File: src/sv/score_bucket_priority_queue_top_macros.svh
// Assertion macros for the score bucket priority queue.
// Used by the top level only; no other dependencies.
`ifndef SCORE_BUCKET_PRIORITY_QUEUE_TOP_MACROS_SVH
`define SCORE_BUCKET_PRIORITY_QUEUE_TOP_MACROS_SVH

// Implication checked at every clock edge outside reset.
`define SBPQ_ASSERT_IMP(label, clk, rst_n, ante, cons) \
    label: assert property (@(posedge clk) disable iff (!rst_n) (ante) |-> (cons)) \
        else $error("assertion failed");

// Next-cycle implication checked outside reset.
`define SBPQ_ASSERT_NEXT(label, clk, rst_n, ante, cons) \
    label: assert property (@(posedge clk) disable iff (!rst_n) (ante) |=> (cons)) \
        else $error("assertion failed");

`endif

File: src/sv/sbpq_pkg.sv
// Shared types and codes for the score bucket priority queue.
// No dependencies.
package sbpq_pkg;

    localparam int unsigned CfgIdxW = 2;
    localparam int unsigned PenW    = 6;

    typedef enum logic [1:0] {
        MODE_RESET = 2'd0,
        MODE_PUSH  = 2'd1,
        MODE_POP   = 2'd2,
        MODE_READ  = 2'd3
    } t_mode;

    typedef enum logic [2:0] {
        ST_DONE     = 3'd0,
        ST_ENTRY    = 3'd1,
        ST_EMPTY    = 3'd2,
        ST_SCORE    = 3'd3,
        ST_FULL     = 3'd4
    } t_status;

    typedef enum logic [CfgIdxW-1:0] {
        CFG_MISMATCH   = 2'd0,
        CFG_GAP_OPEN   = 2'd1,
        CFG_GAP_EXTEND = 2'd2
    } t_cfg_idx;

    typedef enum logic [2:0] {
        S_IDLE,
        S_ACCESS,
        S_PUSH_WR,
        S_POP_WR,
        S_OUT
    } t_state;

    // record fields kept next to the interval payload
    typedef struct packed {
        logic        strand;
        logic [10:0] offset;
        logic [3:0]  mm;
        logic [3:0]  go;
        logic [3:0]  ge;
        logic [1:0]  edit;
        logic [10:0] ldo;
        logic [10:0] parent;
    } t_fields;

endpackage

File: src/sv/sbpq_score.sv
// Registered score computation for a pushed candidate.
// Depends on sbpq_pkg.
module sbpq_score
    import sbpq_pkg::*;
(
    input  logic            i_clk,
    input  logic            i_en,
    input  logic [PenW-1:0] i_pen_mm,
    input  logic [PenW-1:0] i_pen_go,
    input  logic [PenW-1:0] i_pen_ge,
    input  logic [3:0]      i_mm,
    input  logic [3:0]      i_go,
    input  logic [3:0]      i_ge,
    output logic [11:0]     o_score
);
    logic [11:0] n_score;
    logic [6:0]  open_pen;

    always_comb begin
        open_pen = {1'b0, i_pen_go} + {1'b0, i_pen_ge};
        n_score  = 12'(i_mm) * 12'(i_pen_mm) + 12'(i_go) * 12'(open_pen)
                 + 12'(i_ge) * 12'(i_pen_ge);
    end

    // capture with the accepted transaction and hold until the next one
    always_ff @(posedge i_clk) begin
        if (i_en) o_score <= n_score;
    end
endmodule
File: config.mk
export PLATFORM = sky130hd
export DESIGN_NAME = sbpq_score
export DESIGN_NICKNAME = d
export VERILOG_FILES = /design/src/sv/score_bucket_priority_queue_top_macros.svh /design/src/sv/sbpq_pkg.sv /design/src/sv/sbpq_score.sv
export SDC_FILE = /design/constraint.sdc
export NUM_CORES = 1
export LEC_CHECK = 0
export ABC_CLOCK_PERIOD_IN_PS = 8100
export BUFFER_PORTS_ARGS = -buffer_cell sky130_fd_sc_hd__buf_2
export CORE_MARGIN = 2
export CORE_UTILIZATION = 25
export CTS_CLUSTER_SIZE = 20
export DETAILED_ROUTE_END_ITERATION = 8
export HOLD_SLACK_MARGIN = 0.12
export PLACE_DENSITY = 0.53
export RECOVER_POWER = 25
export SLEW_MARGIN = 25
export SYNTH_ARGS = -nofsm -noshare
export SYNTH_HDL_FRONTEND = slang
export SYNTH_SLANG_ARGS = --single-unit
export TNS_END_PERCENT = 50
File: constraint.sdc
create_clock -name i_clk -period 8.1 [get_ports i_clk]
set_input_delay 2.43 -clock i_clk [delete_from_list [all_inputs] [get_ports i_clk]]
set_output_delay 2.43 -clock i_clk [all_outputs]
set_load 0.02 [all_outputs]
; Word level (Yosys, flattened, before mapping)
; Cells that the tools add are included.
[word_totals]
regBits = 12
out_inout_bits = 12
[op_classes]
n_addsub = 3
mul = 3
[op_table]
columns = cell, count
row1 = 4-bit by 6-bit multiplier with 10-bit output, 2
row2 = 10-bit by 11-bit adder with 12-bit output, 1
row3 = 12-bit by 10-bit adder with 12-bit output, 1
row4 = 4-bit by 7-bit multiplier with 11-bit output, 1
row5 = 6-bit by 6-bit adder with 7-bit output, 1

; Logic depth before layout (Yosys ltp)
; Gate-level depths: netlist of run 1.
[logic_depth]
word_depth = 4
ltp_mapped = 20
mapped_depth_nobuf = 20

; Worst setup path after synthesis of run 1
; OpenSTA, ideal clock, no wires.
[synth_timing]
kind = input port to flip-flop
startpoint = input i_pen_go[0]
endpoint = register o_score[11] (data pin)
setup_ns = 0.260
t_arrival_ns = 7.576
t_required_ns = 7.840
setup_slack_ns = 0.264
path_stages = 19
path_buffers = 0
path_cell_list = ha_1 fa_1 a21o_1 a21oi_1 xnor2_1 nand2_1 fa_1 inv_1 fa_1 fa_1 fa_1 inv_1 fa_1 inv_1 ha_1 and3_4 a2111oi_4 o2111a_1 nor3_2
[synth_via]
elab_chain_cells = 4
[synth_rtl]
columns = item, line_no
row1 = from (decl), sbpq_score.sv:9  ; input logic [PenW-1:0] i_pen_go,
row2 = 6-bit by 6-bit adder with 7-bit output, sbpq_score.sv:20  ; open_pen = {1'b0, i_pen_go} + {1'b0, i_pen_ge};
row3 = 4-bit by 7-bit multiplier with 11-bit output, sbpq_score.sv:21  ; n_score = 12'(i_mm) * 12'(i_pen_mm) + 12'(i_go) * 12'(open_pen)
row4 = 10-bit by 11-bit adder with 12-bit output, sbpq_score.sv:21
row5 = 12-bit by 10-bit adder with 12-bit output, sbpq_score.sv:22  ; + 12'(i_ge) * 12'(i_pen_ge);
row6 = via n_score[11], sbpq_score.sv:16  ; logic [11:0] n_score;
row7 = to (signal assigned), sbpq_score.sv:27  ; if (i_en) o_score <= n_score;
row8 = to (decl), sbpq_score.sv:14  ; output logic [11:0] o_score
; The timed path passes the listed nets, and every way through them passes these cells.
; A chain may end at the register's enable or synchronous reset.

; Final worst setup path of run 1
; Same ends and word-level chain as after synthesis.

==> run metrics, run 1 <==
Yosys reg bits 12; FMAX ~0.13 GHz; Synth Instances 347; post-synth net total about 470; VDD IR max between 0.0002 and 0.00025 V; DIE HEIGHT around 120 um; Critical Path RT between 8 and 9 ns; Vias approximately 2.5k; RSZ-0062 raised after global routing no; status finished clean; crit path kind primary input to flop; Critical Path Slowest Stage Cell fa_1; crit-path most repeated cell fa_1; Biggest register o_score; P_leak between 1.5 and 2 nW; Worst-path clk slew around 0.040 ns; CTS Buf Count 3; Setup crit start kind primary input; final worst slack 0.343 ns; fillcell total approximately 1.4k; drt pass-1 iters 4; Crit Path Max Fanout 4; Net count, final approximately 530; most frequent cells in the layout inv_1, fa_1, buf_2; Initial Utilization 0.256; CTS Buffer Depth 2; warnings from Yosys 0; fraction of layout cells with a size suffix above 1 0.170; Rows between 40 and 50; Final GP Congestion between 0.7 and 0.8; critical path endpoint category flop; min cycle time layout between 7 and 8 ns; crit share post-route 0.958; Area Growth Syn to Fin 18.6%; Post-Route Utilization 0.304; CP endpoint o_score[11]; Max Slew Vio Count 0; # setup viols final 0; most common cell after layout, fill and taps aside inv_1; dpl ws -0.111 ns; largest net degree at the start of global routing 13; Antenna Cells 0; Worst-Margin Slew between 0.6 and 0.7 ns; Post-route DRC 0; Global Route Usage Sum 0.107; Final HPWL DP 6160 um; Setup crit start i_pen_go[0]; Worst Hold Class primary input to flop; vias in the first global route 2800; power per cell area ~470 mW/mm^2; TritonCTS clock tree done; Initial DRC Count roughly 150; critical path, cell by cell buf_2 > ha_1 > fa_1 > a21o_1 > a21oi_2 > xnor2_2 > nand2_1 > fa_1 > inv_1 > fa_1 > fa_1 > fa_1 > inv_1 > fa_1 > inv_1 > ha_1 > and3_4 > a2111oi_4 > o2111a_1 > nor3_2; Slew headroom 0.547; final WL just under 7000 um; core footprint 0.0127 mm^2; initial antenna violation count 0; slowest stage delay, CP about 0.55 ns; Crit path arrival time between 7 and 8 ns; Root Buffer clkbuf_16; final hold vios 0; Via density between 4 and 5; H-tree depth 1; Seq/Total Area, Yosys 0.111; Die X roughly 120 um; GRT Residual Overflow 0; Die ar. ~0.014 mm^2; WL/cell roughly 12 um; Synth cell types 39; Top Ports 44; biggest regs o_score (12); Syn Area/Cell 9.36 um^2; Max Cap Violations 0; Port-buffer cells 43; max reg flops 12; Hold-fix buffers, CTS 0; Routed Antenna Nets 0; global-route wire length before repair 12500 um; # clock sinks 12; Synth Cell Area ~0.0032 mm^2
-- routing by layer --
| layer | vias to the layer above | share of wire | track usage |
|---|---|---|---|
| li1 | 1202 | - | - |
| met1 | 1254 | 0.45 | 0.135 |
| met2 | 48 | 0.51 | 0.204 |
| met3 | 2 | 0.033 | 0.0116 |
| met4 | 0 | 0.0036 | 0.00753 |
| met5 | - | 0 | 0 |
-- worst max-delay path, delay by kind of cell --
family | cells | cell delay [ns]
buffers and inverters | 4 | 0.25
adder cells (fa/ha/maj) | 8 | 3.50
XOR/XNOR | 1 | 0.16
AND/OR/NAND/NOR | 3 | 0.36
AO/OA/AOI/OAI | 4 | 1.03
-- Yosys cell counts (all sizes together) --
cell	n	share of area
inv	81	0.094
fa	58	0.36
nand2	41	0.047
ha	37	0.14
and2	34	0.066
edfxtp	12	0.11
nor2	9	0.010
a21oi	6	0.010
clkbuf	6	0.0069
nor3	6	0.011
xnor2	6	0.016
a21o	5	0.012
nand3	5	0.0077
nor3b	5	0.012
xor2	4	0.011
o2111ai	3	0.0081
o311ai	3	0.0081
a2111oi	2	0.012
a311oi	2	0.0054
and3	2	0.0069
and3b	2	0.0054
nand2b	2	0.0038
nand3b	2	0.0046
nand4	2	0.0038
or3	2	0.0038
a31oi	1	0.0019
nor2b	1	0.0019
nor4	1	0.0019
nor4bb	1	0.0031
o2111a	1	0.0035
o211ai	1	0.0023
o21a	1	0.0023
o21bai	1	0.0023
o221ai	1	0.0027
o41ai	1	0.0027
-- what timing repair did --
item | CTS | global route
resized for setup | 0 | 4
setup endpoints to repair | 0 | 4
setup buffers | 0 | 0
-- cells by family after synthesis --
kind of cell / synth area share
adders and majority gates: 0.500
buffers and inverters: 0.100
xor gates and xnor gates: 0.0270
and+or+nand+nor: 0.189
AOI/OAI and AO/OA: 0.0728
DFF: 0.111
-- worst min-delay path by stage --
stage	startpoint	end	depth (start not counted)
3_5_place_dp	i_en	o_score[2]	1
5_1_grt	i_pen_mm[0]	o_score[0]	3
6_report	i_pen_mm[0]	o_score[0]	3
2_1_floorplan	i_en	o_score[0]	0
4_1_cts	i_en	o_score[6]	1
3_3_place_gp	i_en	o_score[1]	1
-- metrics by stage --
stage          TNS, ns  cells  hold slack (ns)  instance area, um^2  power, mW
2_1_floorplan        0    347             2.54                 3250       1.29
3_3_place_gp         0    569             2.84                 3750       1.68
3_5_place_dp    -0.186    569             2.84                 3750       1.70
4_1_cts              0    572             2.60                 3830       1.80
5_1_grt              0    572             2.72                 3850       2.06
6_report             0    572             2.68                 3850       1.79
-- cell type report --
| cell class | count | area (um^2) | share of cell area |
|---|---|---|---|
| timing repair buffer | 56 | 312 | 0.0809 |
| inverter | 81 | 304 | 0.0789 |
| multi-input combinational | 248 | 2590 | 0.671 |
| sequential | 12 | 360 | 0.0935 |
| tap | 172 | 215 | 0.0559 |
| clock buffer | 3 | 75.1 | 0.0195 |
-- power by group --
part | internal [mW] | switching (mW) | total, mW
combinational | 0.720 | 0.811 | 1.53
clock | 0.0640 | 0.0228 | 0.0868
sequential | 0.170 | 0.00733 | 0.177
Power figures use the tool's default switching activity.
==> run 2, diff against run 1 <==
--- a/config.mk
+++ b/config.mk
@@ -5,6 +5,7 @@
 export SDC_FILE = /design/constraint.sdc
 export NUM_CORES = 1
 export LEC_CHECK = 0
+export ABC_AREA = 1
 export ABC_CLOCK_PERIOD_IN_PS = 8100
 export BUFFER_PORTS_ARGS = -buffer_cell sky130_fd_sc_hd__buf_2
 export CORE_MARGIN = 2
==> run 2 against run 1 <==
  * Die area shrank 3.2%
  * Worst setup slack gained 0.29 ns
  * Clock-buffer cell count is the same
  * Total power shrank 16%
  * Utilization shrank 0.47 points
  * Critical path type unchanged
  * Largest power group unchanged
  * Highest routed layer unchanged
==> run metrics, run 2 <==
# clock sinks 12; Synth Cell Area ~0.0031 mm^2; crit share post-route 0.922; count leader, synth inv_1; Synth area leader fa_1; P_leak around 2.1 nW; Setup TNS 0 ns; warnings from Yosys 0; final WL approximately 6500 um; Max Slew Vio Count 0; status finished clean; CTS Buffer Depth 2; Final HPWL DP around 6000 um; Synth Instances 389; ys flop type edfxtp_1; Biggest register o_score; CTS Buf Count 3; Crit path arrival time between 7 and 8 ns; Post-Route Utilization 0.299; Crit Path Max Fanout 5; Post-synth EDFFs 12; vias in the first global route 2657; Hold-fix buffers, CTS 0; busiest grt layer met2; Worst-Margin Slew around 0.62 ns; Syn Area/Cell roughly 8.1 um^2; critical path, cell by cell buf_2 > ha_1 > fa_1 > nand3_1 > nand2_1 > or2_1 > nand2_1 > nor2_1 > fa_1 > fa_1 > fa_1 > fa_1 > inv_1 > fa_1 > inv_1 > ha_1 > or2_2 > nand3_1 > nand2_1 > xor2_1; RSZ-0062 raised after global routing no; Area Growth Syn to Fin 15.9%; # setup viols final 0; final hold vios 0; fraction of layout cells with a size suffix above 1 0.113; post-synth top area share 0.370; Worst Hold Class primary input to flop; Seq. cell area between 300 and 400 um^2; ys async rst share 0; GRT Residual Overflow 0; Global Route Usage Sum 0.109; Synth cell types 20; initial antenna violation count 0; post-synth net total between 500 and 600; Vias 2431; Top Ports 44; power per cell area 413 mW/mm^2; Net count, final about 560; core footprint around 0.012 mm^2; largest net degree at the start of global routing 13; crit-path most repeated cell fa_1; Setup crit start i_pen_ge[0]; Antenna Cells 0; Synth top cells by count inv_1, nand2_1, fa_1, ha_1, nor2_1; Root Buffer clkbuf_16; GR Util met1 0.140; Critical Path RT about 8.1 ns; global-route wire length before repair 11800 um; crit path kind primary input to flop; worst hold margin between 2 and 3 ns; Final GP Congestion about 0.83; Slew headroom 0.584; M3 GR Usage 0.0135; Critical Path Slowest Stage Cell fa_1; TritonCTS clock tree done; Setup crit start kind primary input; VDD IR max 0.000177 V; Routed Antenna Nets 0; Initial DRC Count between 60 and 70; Port-buffer cells between 40 and 50; Via density 4.03; max reg flops 12; Initial Utilization 0.258; CTS resizes 0; WL/cell ~11 um; most frequent cells in the layout inv_1, nand2_1, fa_1; FMAX 0.134 GHz; footprint of the multi-input gates ~0.0023 mm^2; Hold Path Stages 4; DIE HEIGHT between 100 and 150 um; # Post-CTS Setup Buffers 0; dominant cells by area after synthesis fa_1, ha_1, inv_1; Worst-path clk slew 0.04 ns; critical path endpoint category flop; Rows 40; H-tree depth 1; met2 usage 0.207; fillcell total around 1.3k; CP endpoint o_score[8]; Max Cap Violations 0; most common cell after layout, fill and taps aside inv_1; min cycle time layout about 7.5 ns; Post-route DRC 0; Die X between 100 and 150 um; Die ar. around 0.013 mm^2; biggest regs o_score (12); Seq/Total Area, Yosys 0.115; drt pass-1 iters 4; Yosys reg bits 12; slowest stage delay, CP ~0.55 ns
[run 2: cell types whose count changed in the layout (fill, tap and decap cells not counted), sizes merged, moves of 4 or more]
cell / change
nor3b: -5
nand2: +59
inv: +41
buf: -13
nand3: +8
xnor2: -5
nor3: -5
and2: -33
a21o: -4
nor2: +13
[run 2: logic make-up after synthesis]
family | share of synthesized area
AOI/OAI and AO/OA | 0.0175
DFF | 0.115
adders and majority gates | 0.517
buffers and inverters | 0.146
and+or+nand+nor | 0.183
xor gates and xnor gates | 0.0223
[run 2: per-stage QoR]
stage | std cells | total power, mW | worst slack [ns] | area (um^2)
floorplan | 389 | 1.16 | 0.722 | 3140
global placement | 600 | 1.45 | 0.420 | 3570
detailed placement | 600 | 1.45 | 0.354 | 3570
CTS | 603 | 1.54 | 0.605 | 3640
global route | 603 | 1.75 | 0.360 | 3640
finish | 603 | 1.50 | 0.630 | 3640
[run 2: layout make-up]
type / instances / area share
clock buffer: 3 / 0.0206
timing repair buffer: 43 / 0.0588
multi-input combinational: 255 / 0.638
tap: 168 / 0.0577
sequential: 12 / 0.0990
inverter: 122 / 0.126
[run 2: per-layer routing]
| layer | share of wire | vias up | routed length [um] |
|---|---|---|---|
| met4 | 0.0012 | 0 | 8 |
| li1 | - | 1215 | - |
| met3 | 0.030 | 2 | 196 |
| met2 | 0.51 | 27 | 3360 |
| met5 | 0 | - | 0 |
| met1 | 0.46 | 1187 | 2980 |
[run 2: worst min path at each step]
| stage | from | end | slack, ns |
|---|---|---|---|
| CTS | i_en | o_score[3] | 2.58 |
| floorplan | i_en | o_score[0] | 2.54 |
| detailed placement | i_en | o_score[3] | 2.82 |
| global route | i_pen_mm[0] | o_score[0] | 2.72 |
| global placement | i_en | o_score[0] | 2.83 |
| finish | i_pen_mm[0] | o_score[0] | 2.68 |
[run 2: critical path, delay by kind of cell]
family | cells | cell delay [ns]
xor gates and xnor gates | 1 | 0.13
adders and majority gates | 8 | 3.61
buffers and inverters | 3 | 0.22
and+or+nand+nor | 8 | 1.05
[run 2: report_power, final]
part           leakage [nW]  switching [mW]  internal [mW]
Sequential            0.117         0.00784          0.164
Combinational          1.99           0.753          0.493
Clock                0.0370          0.0222         0.0640
Total                  2.14           0.783          0.721
